### src/hw/rtl/lru_slot_cache_with_prefetch_defines.svh
// Assertion helpers shared by the RTL files
`ifndef LRU_SLOT_CACHE_WITH_PREFETCH_DEFINES_SVH
`define LRU_SLOT_CACHE_WITH_PREFETCH_DEFINES_SVH

// clocked implication check, quiet during reset
`define LSC_ASSERT_IMP(label, ante, cons, msg) \
  label: assert property (@(posedge clk) disable iff (rst) (ante) |-> (cons)) else $error(msg);

// check that must hold on every edge outside reset
`define LSC_ASSERT_ALWAYS(label, cond, msg) \
  label: assert property (@(posedge clk) disable iff (rst) (cond)) else $error(msg);

`endif

### src/hw/rtl/lsc_pkg.sv
`timescale 1ns / 1ps
package lsc_pkg;
  localparam int MaxSlots   = 8;
  localparam int SlotW      = 3;
  localparam int TagW       = 8;
  localparam int StampW     = 32;
  localparam int AddrW      = 29;

  localparam logic [1:0] OP_REQUEST  = 2'd0;
  localparam logic [1:0] OP_ACQUIRE  = 2'd1;
  localparam logic [1:0] OP_PREFETCH = 2'd2;
  localparam logic [1:0] OP_QUERY    = 2'd3;

  localparam logic [2:0] OUT_NONE  = 3'd0;
  localparam logic [2:0] OUT_HIT   = 3'd1;
  localparam logic [2:0] OUT_PHIT  = 3'd2;
  localparam logic [2:0] OUT_MISS  = 3'd3;
  localparam logic [2:0] OUT_UNAV  = 3'd4;

  localparam logic [1:0] REG_BASE   = 2'd0;
  localparam logic [1:0] REG_LENGTH = 2'd1;
  localparam logic [1:0] REG_EXPERTS = 2'd2;
  localparam logic [1:0] REG_SLOTS  = 2'd3;

  // controller to datapath
  typedef struct packed {
    logic load_op;      // latch the input item
    logic settle;       // retire the transfer in flight
    logic clr_wish;
    logic set_wish;
    logic scan_start;   // clear the search and victim registers
    logic scan_step;    // examine slot at scan pointer
    logic scan_wish;    // scan with the wish's expert and protect
    logic load_victim;  // start a load into the chosen victim
    logic load_spec;
    logic touch_hit;
    logic acquire_fix;  // acquire on a hit: clear the slot's spec flag
    logic mul_start;
    logic emit_cmd;
    logic emit_ans;
  } lsc_cmd_t;

  // datapath to controller
  typedef struct packed {
    logic [1:0] op;
    logic       id_ok;
    logic       self_prot;
    logic       busy_in;
    logic       flight_valid;
    logic       wish_valid;
    logic       wish_ok;
    logic       scan_done;
    logic       found;
    logic       found_busy;
    logic       victim_ok;
    logic       mul_done;
    logic       out_full;
  } lsc_stat_t;
endpackage

### src/hw/rtl/lsc_datapath.sv
`timescale 1ns / 1ps
`include "lru_slot_cache_with_prefetch_defines.svh"
module lsc_datapath (
  input  logic                clk,
  input  logic                rst,
  input  logic                cfg_we,
  input  logic [1:0]          cfg_index,
  input  logic [31:0]         cfg_data,
  input  logic [1:0]          in_op,
  input  logic [7:0]          in_expert,
  input  logic [7:0]          in_protect,
  input  logic                in_protect_valid,
  input  logic                in_busy,
  input  lsc_pkg::lsc_cmd_t   cmd,
  output lsc_pkg::lsc_stat_t  stat,
  output logic                out_valid,
  input  logic                out_ready,
  output logic [39:0]         out_data,
  output logic                out_kind,
  output logic                out_last
);
  import lsc_pkg::*;

  logic [31:0] source_base;
  logic [24:0] block_length;
  logic [8:0]  expert_count;
  logic [3:0]  slot_count;

  logic [TagW-1:0]   slot_tag   [MaxSlots];
  logic [MaxSlots-1:0] slot_full, slot_busy, slot_spec;
  logic [StampW-1:0] slot_stamp [MaxSlots];
  logic [StampW-1:0] use_clock;
  logic              flight_valid;
  logic [SlotW-1:0]  flight_slot;
  logic              wish_valid;
  logic [7:0]        wish_expert;
  logic [8:0]        wish_protect;

  logic [1:0]  op;
  logic [7:0]  expert;
  logic [7:0]  prot_id;
  logic        prot_val;
  logic        busy;

  // search state
  logic [3:0]        ptr;
  logic              found;
  logic [SlotW-1:0]  found_slot;
  logic              vic_ok;
  logic              vic_free;
  logic [SlotW-1:0]  vic_slot;
  logic [StampW-1:0] oldest;

  // serial address multiply, one bit of expert a cycle, kept modulo 2^32
  logic [31:0] acc;
  logic [7:0]  mul_e;
  logic [3:0]  mul_cnt;

  logic [3:0]  used;
  logic [7:0]  s_exp;
  logic [8:0]  s_prot;
  logic [SlotW-1:0] p;
  logic [SlotW-1:0] ans_slot;
  logic        ans_ready;
  logic [2:0]  ans_out;
  logic [2:0]  acq_out;

  assign used  = (slot_count > 4'(MaxSlots)) ? 4'(MaxSlots) : slot_count;
  assign s_exp  = cmd.scan_wish ? wish_expert : expert;
  assign s_prot = cmd.scan_wish ? wish_protect
                : ((op == OP_PREFETCH && prot_val) ? {1'b1, prot_id} : 9'd0);
  assign p = ptr[SlotW-1:0];

  always_ff @(posedge clk) begin
    if (rst) begin
      source_base <= '0;
      block_length <= 25'd8;
      expert_count <= 9'd1;
      slot_count <= 4'd1;
    end else if (cfg_we) begin
      case (cfg_index)
        REG_BASE:    source_base <= cfg_data;
        REG_LENGTH:  block_length <= cfg_data[24:0];
        REG_EXPERTS: expert_count <= cfg_data[8:0];
        REG_SLOTS:   slot_count <= cfg_data[3:0];
        default: ;
      endcase
    end
  end

  always_ff @(posedge clk) begin
    if (cmd.load_op) begin
      op <= in_op;
      expert <= in_expert;
      prot_id <= in_protect;
      prot_val <= in_protect_valid;
      busy <= in_busy;
    end
  end

  // scan registers
  always_ff @(posedge clk) begin
    if (cmd.scan_start) begin
      ptr <= '0;
      found <= 1'b0;
      found_slot <= '0;
      vic_ok <= 1'b0;
      vic_free <= 1'b0;
      vic_slot <= '0;
      oldest <= '1;
    end else if (cmd.scan_step && ptr < used) begin
      ptr <= ptr + 4'd1;
      if (!found && slot_full[p] && slot_tag[p] == s_exp) begin
        found <= 1'b1;
        found_slot <= p;
      end
      if (!vic_free && !slot_busy[p]) begin
        if (!slot_full[p]) begin
          vic_free <= 1'b1;
          vic_ok <= 1'b1;
          vic_slot <= p;
        end else if (!(s_prot[8] && slot_tag[p] == s_prot[7:0])
                     && slot_stamp[p] < oldest) begin
          oldest <= slot_stamp[p];
          vic_ok <= 1'b1;
          vic_slot <= p;
        end
      end
    end
  end

  always_ff @(posedge clk) begin
    if (cmd.mul_start) begin
      acc <= source_base;
      mul_e <= s_exp;
      mul_cnt <= '0;
    end else if (mul_cnt < 4'd8) begin
      mul_cnt <= mul_cnt + 4'd1;
      if (mul_e[mul_cnt[2:0]])
        acc <= acc + ({7'd0, block_length} << mul_cnt[2:0]);
    end
  end

  // slot state
  always_ff @(posedge clk) begin
    if (rst) begin
      slot_full <= '0;
      slot_busy <= '0;
      slot_spec <= '0;
      use_clock <= '0;
      flight_valid <= 1'b0;
      flight_slot <= '0;
      wish_valid <= 1'b0;
      wish_expert <= '0;
      wish_protect <= '0;
      for (int i = 0; i < MaxSlots; i++) begin
        slot_tag[i] <= '0;
        slot_stamp[i] <= '0;
      end
    end else begin
      if (cmd.settle && flight_valid) begin
        slot_busy[flight_slot] <= 1'b0;
        flight_valid <= 1'b0;
      end
      if (cmd.clr_wish) wish_valid <= 1'b0;
      if (cmd.set_wish) begin
        wish_valid <= 1'b1;
        wish_expert <= expert;
        wish_protect <= (prot_val) ? {1'b1, prot_id} : 9'd0;
      end
      if (cmd.load_victim) begin
        slot_tag[vic_slot] <= s_exp;
        slot_full[vic_slot] <= 1'b1;
        slot_busy[vic_slot] <= 1'b1;
        slot_spec[vic_slot] <= cmd.load_spec;
        flight_valid <= 1'b1;
        flight_slot <= vic_slot;
        use_clock <= use_clock + 32'd1;
        slot_stamp[vic_slot] <= use_clock + 32'd1;
      end
      if (cmd.touch_hit) begin
        use_clock <= use_clock + 32'd1;
        slot_stamp[found_slot] <= use_clock + 32'd1;
      end
      if (cmd.acquire_fix) slot_spec[found_slot] <= 1'b0;
    end
  end

  assign acq_out = slot_spec[found_slot] ? OUT_PHIT
                 : (slot_busy[found_slot] ? OUT_MISS : OUT_HIT);

  // answer contents
  always_comb begin
    ans_slot = '0;
    ans_ready = 1'b0;
    ans_out = OUT_NONE;
    case (op)
      OP_REQUEST: begin
        if (!stat.id_ok) ans_out = OUT_UNAV;
        else if (found) ans_slot = found_slot;
        else if (vic_ok) ans_slot = vic_slot;
        else ans_out = OUT_UNAV;
      end
      OP_ACQUIRE: begin
        if (!stat.id_ok) ans_out = OUT_UNAV;
        else if (found) begin
          ans_slot = found_slot; ans_ready = 1'b1; ans_out = acq_out;
        end else if (vic_ok) begin
          ans_slot = vic_slot; ans_ready = 1'b1; ans_out = OUT_MISS;
        end else ans_out = OUT_UNAV;
      end
      OP_PREFETCH: begin
        // a prefetch that loaded leaves its victim as the transfer in flight
        if (stat.id_ok && !stat.self_prot) begin
          if (found) ans_slot = found_slot;
          else if (vic_ok && flight_valid && flight_slot == vic_slot) ans_slot = vic_slot;
        end
      end
      OP_QUERY: begin
        if (found) begin
          ans_slot = found_slot; ans_ready = !slot_busy[found_slot];
        end
      end
      default: ;
    endcase
  end

  // output register
  always_ff @(posedge clk) begin
    if (rst) begin
      out_valid <= 1'b0;
    end else if (cmd.emit_cmd || cmd.emit_ans) begin
      out_valid <= 1'b1;
    end else if (out_ready) begin
      out_valid <= 1'b0;
    end
  end

  always_ff @(posedge clk) begin
    if (cmd.emit_cmd) begin
      out_kind <= 1'b0;
      out_last <= 1'b0;
      out_data <= {3'd0, OUT_NONE, 1'b0, cmd.load_spec, acc[AddrW-1:0], flight_slot};
    end else if (cmd.emit_ans) begin
      out_kind <= 1'b1;
      out_last <= 1'b1;
      out_data <= {3'd0, ans_out, ans_ready, 1'b0, {AddrW{1'b0}}, ans_slot};
    end
  end

  assign stat.op = op;
  assign stat.id_ok = {1'b0, expert} < expert_count;
  assign stat.self_prot = prot_val && (expert == prot_id);
  assign stat.busy_in = busy;
  assign stat.flight_valid = flight_valid;
  assign stat.wish_valid = wish_valid;
  assign stat.wish_ok = {1'b0, wish_expert} < expert_count;
  assign stat.scan_done = (ptr >= used);
  assign stat.found = found;
  assign stat.found_busy = slot_busy[found_slot];
  assign stat.victim_ok = vic_ok;
  assign stat.mul_done = (mul_cnt == 4'd8);
  assign stat.out_full = out_valid && !out_ready;

  `LSC_ASSERT_IMP(a_flight_busy, flight_valid, slot_busy[flight_slot], "flight slot not busy")
  `LSC_ASSERT_IMP(a_busy_full, 1'b1, (slot_busy & ~slot_full) == '0, "busy slot not full")
  `LSC_ASSERT_IMP(a_emit_one, 1'b1, !(cmd.emit_cmd && cmd.emit_ans), "two emits at once")
  `LSC_ASSERT_ALWAYS(a_busy_one, $onehot0(slot_busy), "more than one busy slot")
endmodule

### src/hw/rtl/lsc_ctrl.sv
`timescale 1ns / 1ps
`include "lru_slot_cache_with_prefetch_defines.svh"
module lsc_ctrl (
  input  logic               clk,
  input  logic               rst,
  input  logic               in_valid,
  output logic               in_ready,
  input  lsc_pkg::lsc_stat_t stat,
  output lsc_pkg::lsc_cmd_t  cmd
);
  import lsc_pkg::*;

  typedef enum logic [12:0] {
    S_IDLE   = 13'b0000000000001,
    S_CHECK  = 13'b0000000000010,
    S_WISH   = 13'b0000000000100,
    S_WSCAN  = 13'b0000000001000,
    S_WMUL   = 13'b0000000010000,
    S_WEMIT  = 13'b0000000100000,
    S_SCAN   = 13'b0000001000000,
    S_DECIDE = 13'b0000010000000,
    S_MUL    = 13'b0000100000000,
    S_EMIT   = 13'b0001000000000,
    S_ANS    = 13'b0010000000000,
    S_WAIT   = 13'b0100000000000,
    S_SEND   = 13'b1000000000000
  } state_t;

  state_t state, state_next;
  logic   spec, spec_next;

  always_ff @(posedge clk) begin
    if (rst) begin
      state <= S_IDLE;
      spec <= 1'b0;
    end else begin
      state <= state_next;
      spec <= spec_next;
    end
  end

  assign in_ready = (state == S_IDLE);

  always_comb begin
    state_next = state;
    spec_next = spec;
    cmd = '0;
    cmd.load_spec = spec;
    case (state)
      S_IDLE: begin
        if (in_valid) begin
          cmd.load_op = 1'b1;
          state_next = S_CHECK;
        end
      end
      S_CHECK: begin
        // ignored ids answer at once without polling
        if (stat.op != OP_QUERY && (!stat.id_ok ||
            (stat.op == OP_PREFETCH && stat.self_prot))) begin
          cmd.scan_start = 1'b1;
          state_next = S_ANS;
        end else if (stat.flight_valid && stat.busy_in) begin
          cmd.scan_start = 1'b1;
          state_next = S_SCAN;
        end else begin
          cmd.settle = 1'b1;
          cmd.scan_start = 1'b1;
          state_next = stat.wish_valid ? S_WISH : S_SCAN;
        end
      end
      S_WISH: begin
        cmd.clr_wish = 1'b1;
        cmd.scan_wish = 1'b1;
        state_next = stat.wish_ok ? S_WSCAN : S_SCAN;
      end
      S_WSCAN: begin
        cmd.scan_wish = 1'b1;
        cmd.scan_step = 1'b1;
        if (stat.scan_done) begin
          if (!stat.found && stat.victim_ok) begin
            cmd.load_victim = 1'b1;
            cmd.load_spec = 1'b1;
            cmd.mul_start = 1'b1;
            spec_next = 1'b1;
            state_next = S_WMUL;
          end else begin
            cmd.scan_start = 1'b1;
            state_next = S_SCAN;
          end
        end
      end
      S_WMUL: begin
        if (stat.mul_done && !stat.out_full) begin
          cmd.emit_cmd = 1'b1;
          cmd.scan_start = 1'b1;
          state_next = S_SCAN;
        end
      end
      S_SCAN: begin
        cmd.scan_step = 1'b1;
        if (stat.scan_done) state_next = S_DECIDE;
      end
      S_DECIDE: begin
        state_next = S_ANS;
        case (stat.op)
          OP_REQUEST: begin
            if (stat.found) cmd.touch_hit = 1'b1;
            else if (stat.victim_ok) state_next = S_MUL;
          end
          OP_ACQUIRE: begin
            if (stat.found) state_next = S_WAIT;
            else if (stat.victim_ok) state_next = S_MUL;
          end
          OP_PREFETCH: begin
            if (!stat.found) begin
              if (stat.flight_valid || !stat.victim_ok) cmd.set_wish = 1'b1;
              else state_next = S_MUL;
            end
          end
          default: ;
        endcase
        if (state_next == S_MUL) begin
          spec_next = (stat.op == OP_PREFETCH);
          cmd.load_spec = spec_next;
          cmd.mul_start = 1'b1;
          cmd.settle = 1'b1;
        end
      end
      S_MUL: begin
        if (stat.mul_done) begin
          cmd.load_victim = 1'b1;
          state_next = S_EMIT;
        end
      end
      S_EMIT: begin
        if (!stat.out_full) begin
          cmd.emit_cmd = 1'b1;
          cmd.settle = (stat.op == OP_ACQUIRE);
          state_next = S_ANS;
        end
      end
      S_WAIT: begin
        // answer is formed before spec clears; touch and settle after
        if (!stat.out_full) begin
          cmd.emit_ans = 1'b1;
          state_next = S_SEND;
        end
      end
      S_SEND: begin
        // only a hit on the slot still loading completes the transfer
        cmd.acquire_fix = 1'b1;
        cmd.touch_hit = 1'b1;
        cmd.settle = stat.found_busy;
        state_next = S_IDLE;
      end
      S_ANS: begin
        if (!stat.out_full) begin
          cmd.emit_ans = 1'b1;
          state_next = S_IDLE;
        end
      end
      default: state_next = S_IDLE;
    endcase
  end

  `LSC_ASSERT_IMP(a_emit_ans_idle, cmd.emit_ans && state == S_ANS, state_next == S_IDLE,
                  "answer not last")
  `LSC_ASSERT_IMP(a_accept_idle, in_valid && in_ready, state == S_IDLE, "accept outside idle")
  `LSC_ASSERT_ALWAYS(a_onehot, $onehot(state), "state not one-hot")
endmodule

### src/hw/rtl/lru_slot_cache_with_prefetch.sv
`timescale 1ns / 1ps
// Flow: an operation runs through slot scans (one slot a cycle, up to two scans) and
//   shift-add address waits before its answer is registered.
// Operations: one at a time; the next is taken only after the answer is registered.
//   A stalled result transfer holds the operation in place.
// Reset: synchronous, active high; all slots empty, no transfer, no pending prefetch,
//   registers back to base 0, length 8, one expert, one slot.
module lru_slot_cache_with_prefetch (
  input  logic        clk,
  input  logic        rst,
  input  logic        cfg_we,
  input  logic [1:0]  cfg_index,
  input  logic [31:0] cfg_data,
  input  logic        s_tvalid,
  output logic        s_tready,
  input  logic [23:0] s_tdata,  // operation, expert_id, protect_id, protect_valid, transfer_busy
  output logic        m_tvalid,
  input  logic        m_tready,
  output logic [39:0] m_tdata,  // slot_index, source_address, speculative, ready_res, outcome
  output logic        m_tuser,  // item_kind
  output logic        m_tlast
);
  import lsc_pkg::*;

  lsc_cmd_t  cmd;
  lsc_stat_t stat;

  lsc_ctrl u_ctrl (
    .clk(clk), .rst(rst), .in_valid(s_tvalid), .in_ready(s_tready),
    .stat(stat), .cmd(cmd)
  );

  lsc_datapath u_dp (
    .clk(clk), .rst(rst), .cfg_we(cfg_we), .cfg_index(cfg_index), .cfg_data(cfg_data),
    .in_op(s_tdata[1:0]), .in_expert(s_tdata[9:2]), .in_protect(s_tdata[17:10]),
    .in_protect_valid(s_tdata[18]), .in_busy(s_tdata[19]),
    .cmd(cmd), .stat(stat),
    .out_valid(m_tvalid), .out_ready(m_tready), .out_data(m_tdata),
    .out_kind(m_tuser), .out_last(m_tlast)
  );
endmodule
### config.mk
export PLATFORM = sky130hd
export DESIGN_NAME = lru_slot_cache_with_prefetch
export DESIGN_NICKNAME = d
export VERILOG_FILES = /design/src/hw/rtl/lsc_pkg.sv /design/src/hw/rtl/lsc_datapath.sv /design/src/hw/rtl/lsc_ctrl.sv /design/src/hw/rtl/lru_slot_cache_with_prefetch.sv
export VERILOG_INCLUDE_DIRS = /design/src /design/src/hw/rtl
export SDC_FILE = /design/constraint.sdc
export NUM_CORES = 1
export LEC_CHECK = 0
export BUFFER_PORTS_ARGS = -buffer_cell sky130_fd_sc_hd__buf_4
export CELL_PAD_IN_SITES_DETAIL_PLACEMENT = 1
export CELL_PAD_IN_SITES_GLOBAL_PLACEMENT = 2
export CORE_ASPECT_RATIO = 0.5
export CORE_UTILIZATION = 42
export DETAILED_ROUTE_END_ITERATION = 16
export PLACE_DENSITY_LB_ADDON = 0.25
export SLEW_MARGIN = 20
export SYNTH_ARGS = -nofsm -noshare
export SYNTH_HDL_FRONTEND = slang
export SYNTH_SLANG_ARGS = --single-unit
### constraint.sdc
create_clock -name clk -period 5.2 [get_ports clk]
set_input_delay 0.78 -clock clk [delete_from_list [all_inputs] [get_ports clk]]
set_output_delay 0.78 -clock clk [all_outputs]
set_load 0.1 [all_outputs]
Yosys cells after proc, flatten, opt, wreduce, memory -nomap -nowiden
Memories as Yosys holds them, arrays and structs flattened. A register that Yosys moved wholly into a read port is not among the register bits.
Cells that the tools add are included.
{"block": "word_totals", "memories": 2, "reg_bits": 310, "mem_bits_ro": 0, "ram_bits": 320, "latchBits": 0, "output_inout_bits": 44, "word_cells": 306, "in_bits": 63}
{"name": "u_dp.slot_stamp", "depth": 8, "width": 32, "rd": 1, "rd_ports_with_merged_regs": 1, "write_ports": 8, "line": "lsc_datapath.sv:31", "source": "logic [StampW-1:0] slot_stamp [MaxSlots];"}
{"name": "u_dp.slot_tag", "depth": 8, "width": 8, "rd": 1, "rd_ports_with_merged_regs": 1, "write_ports": 8, "line": "lsc_datapath.sv:29", "source": "logic [TagW-1:0] slot_tag [MaxSlots];"}
{"block": "op_classes", "n_mux": 146, "add_sub_neg": 4, "shifts": 1, "div": 0, "order_cmp": 15, "n_eq_ne": 35, "mul": 0, "bitwise_logic": 7, "n_reduce_logical": 62}
{"operator": "$mux W32", "count": 7}
{"operator": "$mux W13", "count": 14}
{"operator": "$pmux W13 S11", "count": 1}
{"operator": "$mux W3", "count": 23}
{"operator": "$mux W33", "count": 2}
{"operator": "$mux W8", "count": 8}
{"operator": "$reduce_or A32 Y1", "count": 2}
{"operator": "$mux W1", "count": 58}
{"operator": "$pmux W13 S3", "count": 1}
{"operator": "$add A32 B1 Y32 const B", "count": 1}
{"operator": "$add A32 B32 Y32", "count": 1}
{"operator": "$lt A32 B32 Y1", "count": 1}
{"operator": "$shl A25 B3 Y32", "count": 1}
{"operator": "$mux W9", "count": 3}
{"operator": "$eq A13 B9 Y1 const B", "count": 2}
{"operator": "$eq A8 B8 Y1", "count": 3}
{"operator": "$mux W11", "count": 2}
{"operator": "$logic_and A1 B1 Y1", "count": 21}
{"operator": "$mux W7", "count": 3}
{"operator": "$lt A3 B4 Y1 const B", "count": 5}
{"operator": "$lt A8 B9 Y1", "count": 2}
{"operator": "$and A8 B8 Y8", "count": 2}
{"operator": "$ne A2 B2 Y1 const B", "count": 8}
{"operator": "$not A8 Y8", "count": 2}
{"operator": "44 further kinds", "count": 97}

Depth between registers and ports, before layout
{"block": "depth", "word_depth": 14, "mapped_depth": 16, "mapped_depth_nobuf": 14}

Cells and area by module
A second synthesis with hierarchy kept.
{"block": "unflattened", "hier_cells": 2752, "hier_area_um2": 30558.1}
{"module": "lsc_datapath", "instances": 1, "seq_area_each_um2": 16375.7, "area_each_um2": 29396.9, "cells_per_inst": 2591}
{"module": "lsc_ctrl", "instances": 1, "seq_area_each_um2": 260.2, "area_each_um2": 1161.1, "cells_per_inst": 161}

Least setup slack after synthesis
OpenSTA, ideal clock, no wires.
{"block": "synth_timing", "path_type": "register to register", "start": "register with a tool-made name", "end": "register u_dp.oldest[0] (read register of u_dp.slot_stamp)", "required_time_ps": 5086, "setup_time_ps": 114, "setup_slack_ps": 656, "n_path_buf": 5, "t_arrival_ps": 4430, "synth_period_minus_slack_ps": 4544, "path_stages_with_launch": 17, "path_cell_list": "dfxtp_1 -> buf_2 -> buf_2 -> buf_1 -> mux4_2 -> mux2_2 -> ha_1 -> a21o_1 -> a21o_1 -> a221o_1 -> a2111o_1 -> o21ai_0 -> o2111a_1 -> buf_6 -> buf_6 -> nand3_2 -> a21o_1"}
{"item": "to (decl)", "line": "lsc_datapath.sv:52", "source": "logic [StampW-1:0] oldest;"}

==> flow_summary.yaml <==
die:
  die_height_um: 193
  fp.dieArea_um2: 74200
  start_util: 0.428
  core_um2: 71700
  rows: 69
  boundaryPins: 107
  die_x_um: 384
power_and_ir_drop:
  total_leakage_power_nw: 12.4
  seqPwrFrac: 0.452
  p_int_w: 0.00907
  p_sw_w: 0.00370
  comb_power_share: 0.195
  power_density_nw_per_um2: 371
  p_clk_frac: 0.353
  total_power_w: 0.0128
  swShare: 0.290
  irDropWorstVdd_mv: 0.262
logic_synthesis:
  synth-seq-cells: 626
  synth_ff_type: "edfxtp_1"
  postSynthAreaPerCell_um2: 10.9
  syn_area_um2: 30700
  synth_async_sr_flop_share: 0
  yosys.cell_types.count: 84
  synth-edff-count: 410
  yosys_warnings: 0
  synth-seq-area-share: 0.542
  synthCells: 2809
sta:
  setup_viol: 0
  drv_slew: 0
  rsz0062_at_grt: "no"
  fmax_ghz: 0.226
  period_minus_slack_ns: 4.43
  worst_slew_pin_slew_ns: 1.22
  hold_viol_final: 0
  fin_ws_ns: 0.771
  fin_skew_ns: 0.0288
  post-route-period-util: 0.852
  slew_headroom: 0.179
  final.setup.tns_ns: 0
critical_path:
  required_ns: 5.77
  arrival_ns: 5.00
  worstPathCellList: "buf_4 -> mux4_2 -> mux2_2 -> ha_1 -> a21oi_1 -> a31oi_1 -> a2111o_1 -> o21ai_0 -> buf_4 -> o2111a_1 -> buf_12 -> a21oi_1 -> o21ai_1"
  path_class: "reg2reg"
  slowest_delay_ns: 0.56
  slowest_stage: "mux4_2"
  crit_fanout: 33
  start_kind: "flop"
  crit_path_end_kind: "flop"
clock_tree:
  cts_tree: "built"
  insertion_delay_ns: 0.65
  cts_setup_buffers: 0
  cts_root_buf: "clkbuf_16"
  clk_pin_slew_ns: 0.07
  htree_num_levels: 2
  numCtsBuffers: 57
  postCtsHoldBufs: 0
  cts_buffer_depth: 3
  cts_resized: 0
  clkSinkCount: 626
placement:
  placed_cell_area_um2: 32500
  finalWeightedCongestion: 0.864
  place_ws_ns: 0.834
  place_hpwl_um: 62300
  io_buffers: 96
routing:
  first_iter_violations: 1850
  wire_per_inst_um: 23.6
  drtAntennaViolNets: 0
  vias: 22100
  finalWirelength_um: 91200
  drc: 0
  via_per_inst: 5.73
  first_pass_iters: 5
cells_and_area:
  drive_gt1_frac: 0.158
  fin_area_um2: 34400
  fillCellCount: 7710
  final_nets: 2996
  post-route-util: 0.480
  area_growth_pct: 12.2
global_routing:
  grt_usage: 0.245
  grt_max_degree: 74
  first_global_vias: 22000
  grt_pass1_wl_um: 137000
  antenna_found_initial: 0
  gr-total-overflow: 0
run:
  maxCapViolations: 0
hold_path:
  worstHoldPathType: "in2reg"
run_status:
  status: "complete, no violations"
## through the flow
| stage | instances | hold slack (ns) |
|---|---|---|
| 6_report | 3859 | 0.314 |
| 5_1_grt | 3858 | 0.284 |
| 4_1_cts | 3858 | 0.269 |
| 3_5_place_dp | 3751 | 0.442 |
| 3_3_place_gp | 3751 | 0.431 |
| 2_1_floorplan | 2811 | 0.422 |
## path summary, 6_finish.rpt
check,startpoint,end,slack [ns],cells past startpoint
worst min register to register,u_dp.slot_full[3],u_dp.slot_full[3],0.45,2
worst min-delay path,s_tdata[8],u_dp.expert[6],0.31,1
worst max register to register,flop,u_dp.oldest[8],0.77,13
worst max-delay path,flop,u_dp.oldest[8],0.77,13
## cell families after synthesis
group                    share of synthesized area
other                                     0.000122
AO/OA/AOI/OAI                               0.0884
adder cells (fa/ha/maj)                     0.0333
flip-flops                                   0.542
buffers and inverters                       0.0357
multiplexers                                 0.111
XOR/XNOR                                    0.0326
AND/OR/NAND/NOR                              0.157
## worst max-delay path, delay by kind of cell, from the launching register on
kind                     cells  cell delay, ns
AO/OA/AOI/OAI                7            1.70
multiplexers                 2            0.88
adder cells (fa/ha/maj)      1            0.34
flip-flops                   1            0.53
buffers and inverters        3            0.83
## flip-flops by register name, indices dropped and copies added, names as in the netlist, 9 cells and up, named ones only
name and count:
u_ctrl.state 12, u_dp.acc 29, u_dp.block_length 25, u_dp.expert_count 9
u_dp.oldest 32, u_dp.out_data 37, u_dp.slot_stamp 256, u_dp.slot_tag 64
u_dp.source_base 29, u_dp.use_clock 32, u_dp.wish_protect 9
## routing by layer
layer,global-route usage,up-vias,share of wire
li1,-,10200,-
met1,0.373,11300,0.50
met2,0.361,515,0.42
met3,0.0489,92,0.065
met4,0.0480,0,0.014
met5,0,-,0
## power groups by stage
stage                     Combinational (W)  Sequential (W)  Clock [W]
after global routing                0.00271         0.00579    0.00478
after CTS                           0.00251         0.00577    0.00461
after detailed placement            0.00249         0.00588          0
final                               0.00249         0.00577    0.00451
after global placement              0.00245         0.00587          0
after floorplan                     0.00185         0.00577          0
## cell usage after synthesis (9+ instances only)
| cell type | count | share of area |
|---|---|---|
| nand2b_1 | 16 | 0.0033 |
| or3_1 | 21 | 0.0043 |
| mux2i_1 | 46 | 0.015 |
| nor2b_1 | 10 | 0.0020 |
| and2_1 | 44 | 0.0090 |
| nor4_1 | 9 | 0.0018 |
| nand4_1 | 25 | 0.0051 |
| o211ai_1 | 11 | 0.0027 |
| ha_1 | 80 | 0.033 |
| buf_2 | 27 | 0.0044 |
| nor2_1 | 458 | 0.056 |
| o21ai_0 | 86 | 0.014 |
| buf_1 | 17 | 0.0021 |
| nor3_1 | 64 | 0.010 |
| a21oi_1 | 180 | 0.029 |
| inv_1 | 84 | 0.010 |
| and3_1 | 13 | 0.0027 |
| nand2_1 | 293 | 0.036 |
| clkbuf_1 | 115 | 0.014 |
| o21ai_1 | 29 | 0.0047 |
| a211oi_1 | 25 | 0.0061 |
| xnor2_1 | 72 | 0.021 |
| xor2_1 | 42 | 0.012 |
| edfxtp_1 | 410 | 0.40 |
| mux4_2 | 97 | 0.071 |
| mux2_2 | 55 | 0.020 |
| a21o_1 | 29 | 0.0071 |
| a31oi_1 | 17 | 0.0035 |
| nand3_1 | 64 | 0.010 |
| dfxtp_1 | 216 | 0.14 |
| or2_2 | 10 | 0.0020 |
## cell type report
| class | instances | area, um^2 | share of cell area |
|---|---|---|---|
| well taps | 958 | 1200 | 0.0348 |
| flip-flops and latches | 626 | 16600 | 0.484 |
| diodes | 1 | 2.50 | 0.0000727 |
| inverters | 84 | 315 | 0.00916 |
| clock buffers | 74 | 1530 | 0.0445 |
| multi-input cells | 1926 | 13100 | 0.379 |
| repair buffers | 157 | 1270 | 0.0368 |
| clock inverters | 33 | 410 | 0.0119 |
## placed cells by master (no fill, tap or decap), types with 9 or more instances in the layout
master and instances:
buf_4 150, ha_1 80, inv_1 84, or3_1 21, clkinv_1 9, nand4_1 25, mux4_2 97, nand2b_1 16
or2_2 10, xnor2_1 70, mux2_2 55, and3_1 13, o211ai_1 11, edfxtp_1 410, mux2i_1 45, bufinv_16 9
and2_1 44, clkbuf_1 14, a211oi_1 25, a21oi_1 179, o21ai_1 29, nor3_1 63, xor2_1 39, nor4_1 9
nor2_1 458, o21ai_0 85, nand3_1 64, dfxtp_1 211, clkbuf_16 58, a31oi_1 17, nor2b_1 10, clkinv_2 10
nand2_1 285, a21o_1 29
Power figures use the tool's default switching activity.
